`config.mk`:
```
export PLATFORM = sky130hd
export DESIGN_NAME = backward_varint_field_parser_flat
export DESIGN_NICKNAME = d
export VERILOG_FILES = /design/src/rtl/core/bvfp_pkg.sv /design/src/rtl/core/bvfp_byte_if.sv /design/src/rtl/core/bvfp_result_if.sv /design/src/rtl/core/backward_varint_field_parser.sv /design/src/rtl/core/bvfp_front.sv /design/src/rtl/core/bvfp_queue.sv /design/src/rtl/core/bvfp_back.sv /design/src/flat_wrapper.sv
export SDC_FILE = /design/constraint.sdc
export NUM_CORES = 1
export LEC_CHECK = 0
export BUFFER_PORTS_ARGS = -buffer_cell sky130_fd_sc_hd__buf_2
export CAP_MARGIN = 20
export CELL_PAD_IN_SITES_DETAIL_PLACEMENT = 1
export CELL_PAD_IN_SITES_GLOBAL_PLACEMENT = 1
export CORE_AREA = 2 2 235 295
export CTS_BUF_LIST = sky130_fd_sc_hd__clkbuf_8
export DETAILED_ROUTE_END_ITERATION = 8
export DIE_AREA = 0 0 237 297
export PLACE_DENSITY_LB_ADDON = 0.15
export RECOVER_POWER = 25
export SETUP_SLACK_MARGIN = 0.4
export SYNTH_ARGS = -nofsm -noshare
export SYNTH_HDL_FRONTEND = slang
export SYNTH_HIERARCHICAL = 1
export SYNTH_SLANG_ARGS = --single-unit
export TNS_END_PERCENT = 5
```
`constraint.sdc`:
```
create_clock -name clk -period 4.6 [get_ports clk]
set_input_delay 1.38 -clock clk [delete_from_list [all_inputs] [get_ports clk]]
set_output_delay 1.38 -clock clk [all_outputs]
set_load 0.02 [all_outputs]
```
`src/rtl/core/bvfp_pkg.sv`:
```
`default_nettype none

package bvfp_pkg;

    // field widths
    localparam int BYTE_W     = 8;
    localparam int IDX_PORT_W = 16;
    localparam int IDENT_W    = 15;
    localparam int LEN_W      = 22;
    localparam int OFF_W      = 16;
    localparam int KIND_W     = 2;
    localparam int STATUS_W   = 2;

    // parameter defaults
    localparam int INDEX_BITS_DEF  = 16;
    localparam int QUEUE_DEPTH_DEF = 4;

    // result kinds
    localparam logic [KIND_W-1:0] KIND_DESC = 2'd0;
    localparam logic [KIND_W-1:0] KIND_DATA = 2'd1;
    localparam logic [KIND_W-1:0] KIND_STOP = 2'd2;

    // stop status codes
    localparam logic [STATUS_W-1:0] STAT_CLEAN     = 2'd0;
    localparam logic [STATUS_W-1:0] STAT_END_MARK  = 2'd1;
    localparam logic [STATUS_W-1:0] STAT_TRUNCATED = 2'd2;
    localparam logic [STATUS_W-1:0] STAT_BAD_SIZE  = 2'd3;

    // one result transaction
    typedef struct packed {
        logic [KIND_W-1:0]   kind;
        logic [IDENT_W-1:0]  ident;
        logic [LEN_W-1:0]    length;
        logic [OFF_W-1:0]    offset;
        logic [BYTE_W-1:0]   data;
        logic                last;
        logic [STATUS_W-1:0] status;
    } result_t;

    // queue entry: a result, optionally followed by a clean-finish report
    typedef struct packed {
        result_t res;
        logic    fin_after;
    } entry_t;

    // stop report with all other fields cleared
    function automatic result_t stop_result(input logic [STATUS_W-1:0] status);
        result_t r;
        r        = '0;
        r.kind   = KIND_STOP;
        r.status = status;
        return r;
    endfunction

endpackage

`default_nettype wire

```
`src/rtl/core/bvfp_byte_if.sv`:
```
`default_nettype none

interface bvfp_byte_if
    import bvfp_pkg::*;
();
    logic                  valid;
    logic                  ready;
    logic [BYTE_W-1:0]     rec_byte;
    logic [IDX_PORT_W-1:0] byte_index;
    logic                  record_start;

    modport source (output valid, output rec_byte, output byte_index,
                    output record_start, input ready);
    modport sink   (input valid, input rec_byte, input byte_index,
                    input record_start, output ready);
endinterface

`default_nettype wire

```
`src/rtl/core/bvfp_result_if.sv`:
```
`default_nettype none

interface bvfp_result_if
    import bvfp_pkg::*;
();
    logic                valid;
    logic                ready;
    logic [KIND_W-1:0]   result_kind;
    logic [IDENT_W-1:0]  field_ident;
    logic [LEN_W-1:0]    field_length;
    logic [OFF_W-1:0]    field_offset;
    logic [BYTE_W-1:0]   data_value;
    logic                last_of_field;
    logic [STATUS_W-1:0] stop_status;

    modport source (output valid, output result_kind, output field_ident,
                    output field_length, output field_offset, output data_value,
                    output last_of_field, output stop_status, input ready);
    modport sink   (input valid, input result_kind, input field_ident,
                    input field_length, input field_offset, input data_value,
                    input last_of_field, input stop_status, output ready);
endinterface

`default_nettype wire

```
`src/rtl/core/backward_varint_field_parser.sv`:
```
`default_nettype none

// channel      dir   handshake        payload
// byte_in      in    valid / ready    rec_byte, byte_index, record_start
// result_out   out   valid / ready    result_kind, field_ident, field_length,
//                                     field_offset, data_value, last_of_field,
//                                     stop_status
// cfg          in    cfg_wr_en        cfg_wr_data (fixed_area_size)
//
// one input byte per cycle while the entry queue has room; the header state
// machine decodes each byte in the cycle it is accepted and queues at most one entry
// the result register issues one transaction per cycle while result_out.ready is
// high, so a byte that also closes the record (data or descriptor plus clean
// finish) yields two transactions; results pass the entry queue and then the result
// register; the entry queue of QUEUE_DEPTH entries lets the input run on while the output is stalled
// reset clears the parse state (idle until record_start) and sets fixed_area_size to 0

module backward_varint_field_parser
    import bvfp_pkg::*;
#(
    parameter int INDEX_BITS  = INDEX_BITS_DEF,
    parameter int QUEUE_DEPTH = QUEUE_DEPTH_DEF
)
(
    input  wire logic       clk,
    input  wire logic       rst_n,
    input  wire logic       cfg_wr_en,
    input  wire logic [7:0] cfg_wr_data,
    bvfp_byte_if.sink       byte_in,
    bvfp_result_if.source   result_out
);

    logic   push_valid;
    logic   push_ready;
    entry_t push_entry;
    logic   pop_valid;
    logic   pop_ready;
    entry_t pop_entry;

    // header decode and field tracking
    bvfp_front #(
        .INDEX_BITS (INDEX_BITS)
    ) u_front (
        .clk         (clk),
        .rst_n       (rst_n),
        .cfg_wr_en   (cfg_wr_en),
        .cfg_wr_data (cfg_wr_data),
        .byte_in     (byte_in),
        .push_valid  (push_valid),
        .push_entry  (push_entry),
        .push_ready  (push_ready)
    );

    // entry queue between decode and result issue
    bvfp_queue #(
        .DEPTH (QUEUE_DEPTH)
    ) u_queue (
        .clk        (clk),
        .rst_n      (rst_n),
        .push_valid (push_valid),
        .push_entry (push_entry),
        .push_ready (push_ready),
        .pop_valid  (pop_valid),
        .pop_entry  (pop_entry),
        .pop_ready  (pop_ready)
    );

    // result issue
    bvfp_back u_back (
        .clk        (clk),
        .rst_n      (rst_n),
        .pop_valid  (pop_valid),
        .pop_entry  (pop_entry),
        .pop_ready  (pop_ready),
        .result_out (result_out)
    );

endmodule

`default_nettype wire

```
`src/rtl/core/bvfp_front.sv`:
```
`default_nettype none

module bvfp_front
    import bvfp_pkg::*;
#(
    parameter int INDEX_BITS = INDEX_BITS_DEF
)
(
    input  wire logic        clk,
    input  wire logic        rst_n,
    input  wire logic        cfg_wr_en,
    input  wire logic [7:0]  cfg_wr_data,
    bvfp_byte_if.sink        byte_in,
    output logic             push_valid,
    output entry_t           push_entry,
    input  wire logic        push_ready
);

    // index bits that take part in the parse
    localparam int IDX_W = (INDEX_BITS < IDX_PORT_W) ? INDEX_BITS : IDX_PORT_W;

    localparam logic [2:0] PH_IDLE = 3'd0;
    localparam logic [2:0] PH_ID1  = 3'd1;
    localparam logic [2:0] PH_ID2  = 3'd2;
    localparam logic [2:0] PH_SZ1  = 3'd3;
    localparam logic [2:0] PH_SZ2  = 3'd4;
    localparam logic [2:0] PH_SZ3  = 3'd5;
    localparam logic [2:0] PH_DATA = 3'd6;
    localparam logic [2:0] PH_DONE = 3'd7;

    logic [7:0]         fixed_area_size_reg;
    logic [2:0]         phase_reg, phase_next;
    logic [IDENT_W-1:0] ident_reg, ident_next;
    logic [LEN_W-1:0]   size_reg, size_next;
    logic [LEN_W-1:0]   remain_reg, remain_next;
    logic [OFF_W-1:0]   offset_reg, offset_next;

    logic               fire;
    logic [IDX_W-1:0]   idx;
    logic [IDX_W-1:0]   fixed_i;
    logic               below;
    logic               more_left;
    logic [BYTE_W-1:0]  b;
    logic [2:0]         ph_eff;
    logic [IDENT_W-1:0] ident_eff;
    logic [LEN_W-1:0]   size_eff;
    logic [LEN_W-1:0]   remain_eff;
    logic [LEN_W-1:0]   sz_new;
    logic [LEN_W:0]     diff;
    logic               bad_size;
    logic [OFF_W-1:0]   off_new;
    logic               push_comb;
    entry_t             entry_comb;

    assign fire           = byte_in.valid && byte_in.ready;
    assign byte_in.ready  = push_ready;
    assign push_valid     = fire && push_comb;
    assign push_entry     = entry_comb;

    // input classification
    assign idx        = IDX_W'(byte_in.byte_index);
    assign fixed_i    = IDX_W'(fixed_area_size_reg);
    assign below      = idx < fixed_i;
    assign more_left  = idx > fixed_i;
    assign b          = byte_in.rec_byte;

    // a record start restarts the parse with this byte
    assign ph_eff     = byte_in.record_start ? PH_ID1 : phase_reg;
    assign ident_eff  = byte_in.record_start ? '0 : ident_reg;
    assign size_eff   = byte_in.record_start ? '0 : size_reg;
    assign remain_eff = byte_in.record_start ? '0 : remain_reg;

    // size value as completed by this byte
    always_comb
    begin
        case (ph_eff)
            PH_SZ1:  sz_new = LEN_W'(b);
            PH_SZ2:  sz_new = LEN_W'({b, size_eff[6:0]});
            PH_SZ3:  sz_new = {b, size_eff[13:0]};
            default: sz_new = size_eff;
        endcase
    end

    // size check against the last header byte index
    assign diff     = (LEN_W+1)'(idx) - {1'b0, sz_new};
    assign bad_size = diff[LEN_W] || (diff[LEN_W-1:0] < LEN_W'(fixed_area_size_reg));
    assign off_new  = OFF_W'(diff);

    // parse state machine
    always_comb
    begin
        phase_next  = ph_eff;
        ident_next  = ident_eff;
        size_next   = size_eff;
        remain_next = remain_eff;
        offset_next = byte_in.record_start ? '0 : offset_reg;
        push_comb   = 1'b0;
        entry_comb  = '0;

        if (byte_in.record_start && below)
        begin
            push_comb      = 1'b1;
            entry_comb.res = stop_result(STAT_CLEAN);
            phase_next     = PH_DONE;
        end
        else if (!below)
        begin
            case (ph_eff)
                PH_ID1:
                begin
                    ident_next = IDENT_W'(b);
                    if (b == '0)
                    begin
                        push_comb      = 1'b1;
                        entry_comb.res = stop_result(STAT_END_MARK);
                        phase_next     = PH_DONE;
                    end
                    else if (!more_left)
                    begin
                        push_comb      = 1'b1;
                        entry_comb.res = stop_result(STAT_TRUNCATED);
                        phase_next     = PH_DONE;
                    end
                    else
                    begin
                        phase_next = b[7] ? PH_ID2 : PH_SZ1;
                    end
                end
                PH_ID2:
                begin
                    ident_next = {b, ident_eff[6:0]};
                    if (!more_left)
                    begin
                        push_comb      = 1'b1;
                        entry_comb.res = stop_result(STAT_TRUNCATED);
                        phase_next     = PH_DONE;
                    end
                    else
                    begin
                        phase_next = PH_SZ1;
                    end
                end
                PH_SZ1, PH_SZ2, PH_SZ3:
                begin
                    size_next = sz_new;
                    if ((ph_eff == PH_SZ3) || ((ph_eff == PH_SZ1) && !b[7])
                        || ((ph_eff == PH_SZ2) && (b == '0)))
                    begin
                        // header complete
                        push_comb = 1'b1;
                        if (bad_size)
                        begin
                            entry_comb.res = stop_result(STAT_BAD_SIZE);
                            phase_next     = PH_DONE;
                        end
                        else
                        begin
                            entry_comb.res.kind   = KIND_DESC;
                            entry_comb.res.ident  = ident_eff;
                            entry_comb.res.length = sz_new;
                            entry_comb.res.offset = off_new;
                            offset_next           = off_new;
                            if (sz_new == '0)
                            begin
                                if (!more_left)
                                begin
                                    entry_comb.fin_after = 1'b1;
                                    phase_next           = PH_DONE;
                                end
                                else
                                begin
                                    phase_next = PH_ID1;
                                end
                            end
                            else
                            begin
                                remain_next = sz_new;
                                phase_next  = PH_DATA;
                            end
                        end
                    end
                    else if (!more_left)
                    begin
                        push_comb      = 1'b1;
                        entry_comb.res = stop_result(STAT_TRUNCATED);
                        phase_next     = PH_DONE;
                    end
                    else
                    begin
                        phase_next = (ph_eff == PH_SZ1) ? PH_SZ2 : PH_SZ3;
                    end
                end
                PH_DATA:
                begin
                    if (remain_eff != '0)
                    begin
                        remain_next = remain_eff - LEN_W'(1);
                    end
                    push_comb             = 1'b1;
                    entry_comb.res.kind   = KIND_DATA;
                    entry_comb.res.ident  = ident_eff;
                    entry_comb.res.length = size_eff;
                    entry_comb.res.offset = offset_reg;
                    entry_comb.res.data   = b;
                    entry_comb.res.last   = (remain_eff <= LEN_W'(1));
                    if (remain_eff <= LEN_W'(1))
                    begin
                        if (!more_left)
                        begin
                            entry_comb.fin_after = 1'b1;
                            phase_next           = PH_DONE;
                        end
                        else
                        begin
                            phase_next = PH_ID1;
                        end
                    end
                end
                default:
                begin
                    // idle or finished: byte ignored
                    phase_next = ph_eff;
                end
            endcase
        end
    end

    // configuration register
    always_ff @(posedge clk or negedge rst_n)
    begin
        if (!rst_n)
        begin
            fixed_area_size_reg <= '0;
        end
        else if (cfg_wr_en)
        begin
            fixed_area_size_reg <= cfg_wr_data;
        end
    end

    // parse state update on each accepted transaction
    always_ff @(posedge clk or negedge rst_n)
    begin
        if (!rst_n)
        begin
            phase_reg  <= PH_IDLE;
            ident_reg  <= '0;
            size_reg   <= '0;
            remain_reg <= '0;
            offset_reg <= '0;
        end
        else if (fire)
        begin
            phase_reg  <= phase_next;
            ident_reg  <= ident_next;
            size_reg   <= size_next;
            remain_reg <= remain_next;
            offset_reg <= offset_next;
        end
    end

endmodule

`default_nettype wire

```
`src/rtl/core/bvfp_queue.sv`:
```
`default_nettype none

module bvfp_queue
    import bvfp_pkg::*;
#(
    parameter int DEPTH = QUEUE_DEPTH_DEF
)
(
    input  wire logic   clk,
    input  wire logic   rst_n,
    input  wire logic   push_valid,
    input  wire entry_t push_entry,
    output logic        push_ready,
    output logic        pop_valid,
    output entry_t      pop_entry,
    input  wire logic   pop_ready
);

    localparam int PTR_W = (DEPTH > 1) ? $clog2(DEPTH) : 1;
    localparam int CNT_W = $clog2(DEPTH + 1);

    entry_t           slot_reg [DEPTH];
    logic [PTR_W-1:0] wr_ptr_reg, wr_ptr_next;
    logic [PTR_W-1:0] rd_ptr_reg, rd_ptr_next;
    logic [CNT_W-1:0] cnt_reg, cnt_next;
    logic             do_push;
    logic             do_pop;

    assign push_ready = cnt_reg != CNT_W'(DEPTH);
    assign pop_valid  = cnt_reg != '0;
    assign pop_entry  = slot_reg[rd_ptr_reg];
    assign do_push    = push_valid && push_ready;
    assign do_pop     = pop_valid && pop_ready;

    // pointer and fill count
    always_comb
    begin
        wr_ptr_next = wr_ptr_reg;
        rd_ptr_next = rd_ptr_reg;
        cnt_next    = cnt_reg;
        if (do_push)
        begin
            wr_ptr_next = (wr_ptr_reg == PTR_W'(DEPTH - 1)) ? '0 : wr_ptr_reg + PTR_W'(1);
        end
        if (do_pop)
        begin
            rd_ptr_next = (rd_ptr_reg == PTR_W'(DEPTH - 1)) ? '0 : rd_ptr_reg + PTR_W'(1);
        end
        if (do_push && !do_pop)
        begin
            cnt_next = cnt_reg + CNT_W'(1);
        end
        else if (do_pop && !do_push)
        begin
            cnt_next = cnt_reg - CNT_W'(1);
        end
    end

    always_ff @(posedge clk or negedge rst_n)
    begin
        if (!rst_n)
        begin
            wr_ptr_reg <= '0;
            rd_ptr_reg <= '0;
            cnt_reg    <= '0;
        end
        else
        begin
            wr_ptr_reg <= wr_ptr_next;
            rd_ptr_reg <= rd_ptr_next;
            cnt_reg    <= cnt_next;
        end
    end

    // entry storage
    always_ff @(posedge clk)
    begin
        if (do_push)
        begin
            slot_reg[wr_ptr_reg] <= push_entry;
        end
    end

endmodule

`default_nettype wire

```
`src/rtl/core/bvfp_back.sv`:
```
`default_nettype none

module bvfp_back
    import bvfp_pkg::*;
(
    input  wire logic     clk,
    input  wire logic     rst_n,
    input  wire logic     pop_valid,
    input  wire entry_t   pop_entry,
    output logic          pop_ready,
    bvfp_result_if.source result_out
);

    logic    out_valid_reg, out_valid_next;
    result_t out_res_reg, out_res_next;
    logic    pend_reg, pend_next;
    logic    load;

    assign load      = !out_valid_reg || result_out.ready;
    assign pop_ready = load && !pend_reg;

    // output register selection
    always_comb
    begin
        out_valid_next = out_valid_reg;
        out_res_next   = out_res_reg;
        pend_next      = pend_reg;
        if (load)
        begin
            if (pend_reg)
            begin
                // clean-finish report that trails a final field transaction
                out_valid_next = 1'b1;
                out_res_next   = stop_result(STAT_CLEAN);
                pend_next      = 1'b0;
            end
            else if (pop_valid)
            begin
                out_valid_next = 1'b1;
                out_res_next   = pop_entry.res;
                pend_next      = pop_entry.fin_after;
            end
            else
            begin
                out_valid_next = 1'b0;
            end
        end
    end

    always_ff @(posedge clk or negedge rst_n)
    begin
        if (!rst_n)
        begin
            out_valid_reg <= 1'b0;
            pend_reg      <= 1'b0;
        end
        else
        begin
            out_valid_reg <= out_valid_next;
            pend_reg      <= pend_next;
        end
    end

    always_ff @(posedge clk)
    begin
        out_res_reg <= out_res_next;
    end

    // result channel
    assign result_out.valid         = out_valid_reg;
    assign result_out.result_kind   = out_res_reg.kind;
    assign result_out.field_ident   = out_res_reg.ident;
    assign result_out.field_length  = out_res_reg.length;
    assign result_out.field_offset  = out_res_reg.offset;
    assign result_out.data_value    = out_res_reg.data;
    assign result_out.last_of_field = out_res_reg.last;
    assign result_out.stop_status   = out_res_reg.status;

endmodule

`default_nettype wire
```
`src/flat_wrapper.sv`:
```
// flat-port wrapper written by rule: the top's interface ports become plain ports
module backward_varint_field_parser_flat import bvfp_pkg::*;
#(
    parameter int INDEX_BITS  = INDEX_BITS_DEF,
    parameter int QUEUE_DEPTH = QUEUE_DEPTH_DEF
)
  (clk, rst_n, cfg_wr_en, cfg_wr_data, byte_in_valid, byte_in_rec_byte, byte_in_byte_index, byte_in_record_start, byte_in_ready, result_out_valid, result_out_result_kind, result_out_field_ident, result_out_field_length, result_out_field_offset, result_out_data_value, result_out_last_of_field, result_out_stop_status, result_out_ready);
  bvfp_byte_if byte_in_i ();
  bvfp_result_if result_out_i ();
  input  wire logic clk;
  input  wire logic rst_n;
  input  wire logic cfg_wr_en;
  input  wire logic [7:0] cfg_wr_data;
  input wire logic [$bits(byte_in_i.valid)-1:0] byte_in_valid;
  input wire logic [$bits(byte_in_i.rec_byte)-1:0] byte_in_rec_byte;
  input wire logic [$bits(byte_in_i.byte_index)-1:0] byte_in_byte_index;
  input wire logic [$bits(byte_in_i.record_start)-1:0] byte_in_record_start;
  output wire logic [$bits(byte_in_i.ready)-1:0] byte_in_ready;
  output wire logic [$bits(result_out_i.valid)-1:0] result_out_valid;
  output wire logic [$bits(result_out_i.result_kind)-1:0] result_out_result_kind;
  output wire logic [$bits(result_out_i.field_ident)-1:0] result_out_field_ident;
  output wire logic [$bits(result_out_i.field_length)-1:0] result_out_field_length;
  output wire logic [$bits(result_out_i.field_offset)-1:0] result_out_field_offset;
  output wire logic [$bits(result_out_i.data_value)-1:0] result_out_data_value;
  output wire logic [$bits(result_out_i.last_of_field)-1:0] result_out_last_of_field;
  output wire logic [$bits(result_out_i.stop_status)-1:0] result_out_stop_status;
  input wire logic [$bits(result_out_i.ready)-1:0] result_out_ready;
  assign byte_in_i.valid = byte_in_valid;
  assign byte_in_i.rec_byte = byte_in_rec_byte;
  assign byte_in_i.byte_index = byte_in_byte_index;
  assign byte_in_i.record_start = byte_in_record_start;
  assign byte_in_ready = byte_in_i.ready;
  assign result_out_valid = result_out_i.valid;
  assign result_out_result_kind = result_out_i.result_kind;
  assign result_out_field_ident = result_out_i.field_ident;
  assign result_out_field_length = result_out_i.field_length;
  assign result_out_field_offset = result_out_i.field_offset;
  assign result_out_data_value = result_out_i.data_value;
  assign result_out_last_of_field = result_out_i.last_of_field;
  assign result_out_stop_status = result_out_i.stop_status;
  assign result_out_i.ready = result_out_ready;
  backward_varint_field_parser #(.INDEX_BITS(INDEX_BITS), .QUEUE_DEPTH(QUEUE_DEPTH)) u_core (.clk(clk), .rst_n(rst_n), .cfg_wr_en(cfg_wr_en), .cfg_wr_data(cfg_wr_data), .byte_in(byte_in_i), .result_out(result_out_i));
endmodule
```
==> results_dict.tcl <==
set metrics [dict create \
    grt_pass1_wl_um 99400 \
    final_core_util_pct 38.6 \
    worst_pin_slew_ns 3.04 \
    startpoint_type "input pin" \
    period_share_pct 102 \
    crit_buf_inv 4 \
    place_area_um2 23900 \
    port_buffers 105 \
    syn_inst 1510 \
    cts_hold_buffers 0 \
    cp.required_ns 5.13 \
    worstPathMaxFanout 6 \
    largest_reg_flops 268 \
    cpPeakStageDelay_ns 0.45 \
    worst_ir_drop_vdd_uv 383 \
    synth_ff_type "edfxtp_1" \
    hpwl_um 46900 \
    worstSetupPathType "input pin to flip-flop" \
    hold_viol_final 0 \
    synth_top_area_cell "edfxtp_1" \
    crit_path_top_delay_cell "a21oi_4" \
    drt-total-wl_um 64800 \
    ioPinCount 106 \
    grt_max_degree 71 \
    stdcell_area_um2 26100 \
    drcViolationCount 0 \
    clk_latency_ns 0.66 \
    rrSetupSlack_ns -0.06 \
    via_count 14300 \
    ant_nets 0 \
    finClkSkew_ns 0.0336 \
    cts_tree "done" \
    wire_per_inst_um 22.7 \
    dr.pass1.iters 5 \
    crit_cells 20 \
    cp_cell_sequence "buf_12, buf_6, nor2_2, a21oi_2, o211ai_1, ha_1, buf_6, nand4_1, a2111o_1, a21oi_2, a211oi_2, o32a_1, a32o_1, nand4_1, a2111oi_4, a21oi_4, buf_8, nand2b_4, a21o_4, a221o_1" \
    ys_async_sr_fraction_pct 22.1 \
    status "finished with violations" \
    slew_violations 168 \
    avgSynthCellArea_um2 13.3 \
    critPathLaunch "byte_in_rec_byte[1]" \
    arrival_ns 5.23 \
    power_leakage_nw 10.2 \
    overflow 0 \
    critical_path.endpoint "u_core/u_front/remain_reg[3]" \
    cpLargestDelayFamily "compound AO/OA/AOI/OAI gates" \
    drive_above_1_share_pct 36.9 \
    place.gp.congestion 0.892 \
    hold_path_class "flip-flop to flip-flop" \
    die_area_um2 70400 \
    start_util_pct 29.7 \
    fmax_mhz 213 \
    cts.clk_slew.worst_paths_ns 0.07 \
    cap_violations 4 \
    yosysUniqueCellTypes 91 \
    htree_levels 3 \
    synthesis.nets 1585 \
    cts_root_buf "clkbuf_8" \
    place_inst 2684 \
    antenna_found_initial 1 \
    netlist_top_cells_area "edfxtp_1, dfrtp_1, mux4_2, nor2b_1, nor2_1" \
    final_cell_count_no_fill 2852 \
    post_drt_via_cell_ratio 5.01 \
    drtIter0Drc 623 \
    grt_pass1_vias 15700 \
    die_w_um 237 \
    num_rows 107 \
    area_delta_synth_final_pct 30.2 \
    synth_top_cell_area_share_pct 50.0 \
    powerDensity_nw_per_um2 608 \
    synth-edff-count 334 \
    cts.sinks 429 \
    cts_buffers 72 \
    violations "max-capacitance violations, max-slew violations, negative setup slack" \
    core_area_um2 67600 \
    nNetsFinal 1995 \
    netlist_top_cells_count "edfxtp_1, nor2_1, nand2_1" \
    rsz0062_at_grt "true" \
    worst_setup_path_end_kind "flip-flop" \
    min_period_ns 4.69 \
    rr_startpoint "u_core/u_front/phase_reg[2]" \
    grt.total_usage_pct 18.6 \
    die_h_um 297 \
    r2r-end "u_core/u_front/remain_reg[3]" \
    synthesis.area_um2 20100 \
    setup_slack_ns -0.0925 \
    setup_violations 100 \
    max_slew_margin_pct -103 \
    worst-r2r-cell-count 19 \
    yosysMostFrequentCell "edfxtp_1" \
    ys_seq_area_share_pct 61.8 \
    ys_ff_latch 429 \
    fillers 7167 \
    cts.path.max_buffers 3 \
    yosys_warnings 6 \
]
## logic make-up (layout without fill, tap and decap cells)
kind of cell | count (synthesis) | in the layout | share of synthesized area (%)
other | 0 | 1 | 0
adders and majority gates | 38 | 38 | 2.44
muxes | 84 | 84 | 8.47
DFF | 429 | 429 | 61.8
AOI/OAI and AO/OA | 337 | 337 | 11.5
and+or+nand+nor | 478 | 479 | 12.1
xor gates and xnor gates | 21 | 21 | 0.954
buffers and inverters | 123 | 591 | 2.69
## repair_timing
action / 4_1_cts / 5_1_grt
gates cloned: 1 / 2
resized for setup: 99 / 57
pin swaps: 40 / 40
setup endpoints to repair: 246 / 243
setup buffers: 14 / 16
## worst reg2reg max path, delay by kind of cell (launching register included)
| kind | cells | cell delay, ns |
|---|---|---|
| AO/OA/AOI/OAI | 11 | 2.63 |
| flip-flops | 1 | 0.42 |
| buffers and inverters | 3 | 0.48 |
| AND/OR/NAND/NOR | 4 | 0.73 |
| adder cells (fa/ha/maj) | 1 | 0.31 |
## placed cells by master, fill, tap and decap left out, types with 26 or more instances in the layout
cell,netlist,routed
a21oi_1,85,69
a22o_1,26,26
buf_12,0,31
buf_2,21,98
buf_4,4,260
clkbuf_8,0,81
dfrtp_1,95,92
edfxtp_1,334,334
ha_1,35,29
inv_1,35,60
mux4_2,67,67
nand2_1,96,89
nand3_1,32,31
nor2_1,120,97
nor2b_1,78,75
nor3_1,34,27
o21ai_0,66,58
## power breakdown
part	total, W	switching, W	internal (W)
logic	0.00717	0.00405	0.00311
registers	0.00550	0.000414	0.00508
clock network	0.00321	0.00158	0.00163
total	0.0159	0.00605	0.00982
## through the flow
| stage | TNS (ns) | worst slack, ns | hold WS (ns) | power, W |
|---|---|---|---|---|
| 2_1_floorplan | -261.76 | -0.624 | 0.442 | 0.00952 |
| 3_3_place_gp | -299.06 | -1.44 | 0.472 | 0.0123 |
| 6_report | -2.17 | -0.0925 | 0.492 | 0.0159 |
| 4_1_cts | -0.00166 | -0.000866 | 0.496 | 0.0159 |
| 5_1_grt | -22.00 | -0.246 | 0.525 | 0.0169 |
| 3_5_place_dp | -305.00 | -1.46 | 0.484 | 0.0123 |
## cell type report
type | count | area [um2] | area share, %
Sequential cell | 429 | 12400 | 47.5
Inverter | 36 | 143 | 0.546
Antenna cell | 1 | 2.50 | 0.00958
Multi-Input combinational cell | 959 | 7740 | 29.6
Timing Repair Buffer | 422 | 3390 | 13.0
Clock buffer | 81 | 1110 | 4.27
Tap cell | 872 | 1090 | 4.18
Clock inverter | 52 | 240 | 0.919
## worst min path at each step
stage	start	endpoint	slack [ns]	cells after the start
6_report	u_core/u_queue/cnt_reg[2]	u_core/u_queue/cnt_reg[2]	0.49	1
2_1_floorplan	u_core/u_front/ident_reg[7]	u_core/u_front/ident_reg[7]	0.44	2
5_1_grt	u_core/u_front/ident_reg[1]	u_core/u_front/ident_reg[1]	0.52	1
3_5_place_dp	u_core/u_queue/cnt_reg[2]	u_core/u_queue/cnt_reg[2]	0.48	1
4_1_cts	u_core/u_queue/cnt_reg[2]	u_core/u_queue/cnt_reg[2]	0.50	1
3_3_place_gp	u_core/u_queue/cnt_reg[2]	u_core/u_queue/cnt_reg[2]	0.47	1
## metal layers
layer | global-route usage, % | up-vias | routed length (um)
met5 | 0 | - | 0
met1 | 23.3 | 7352 | 27600
met4 | 6.22 | 0 | 1600
met2 | 33.3 | 228 | 33600
li1 | - | 6629 | -
met3 | 2.24 | 79 | 1990
No activity file was read; power rests on OpenSTA's default activity.
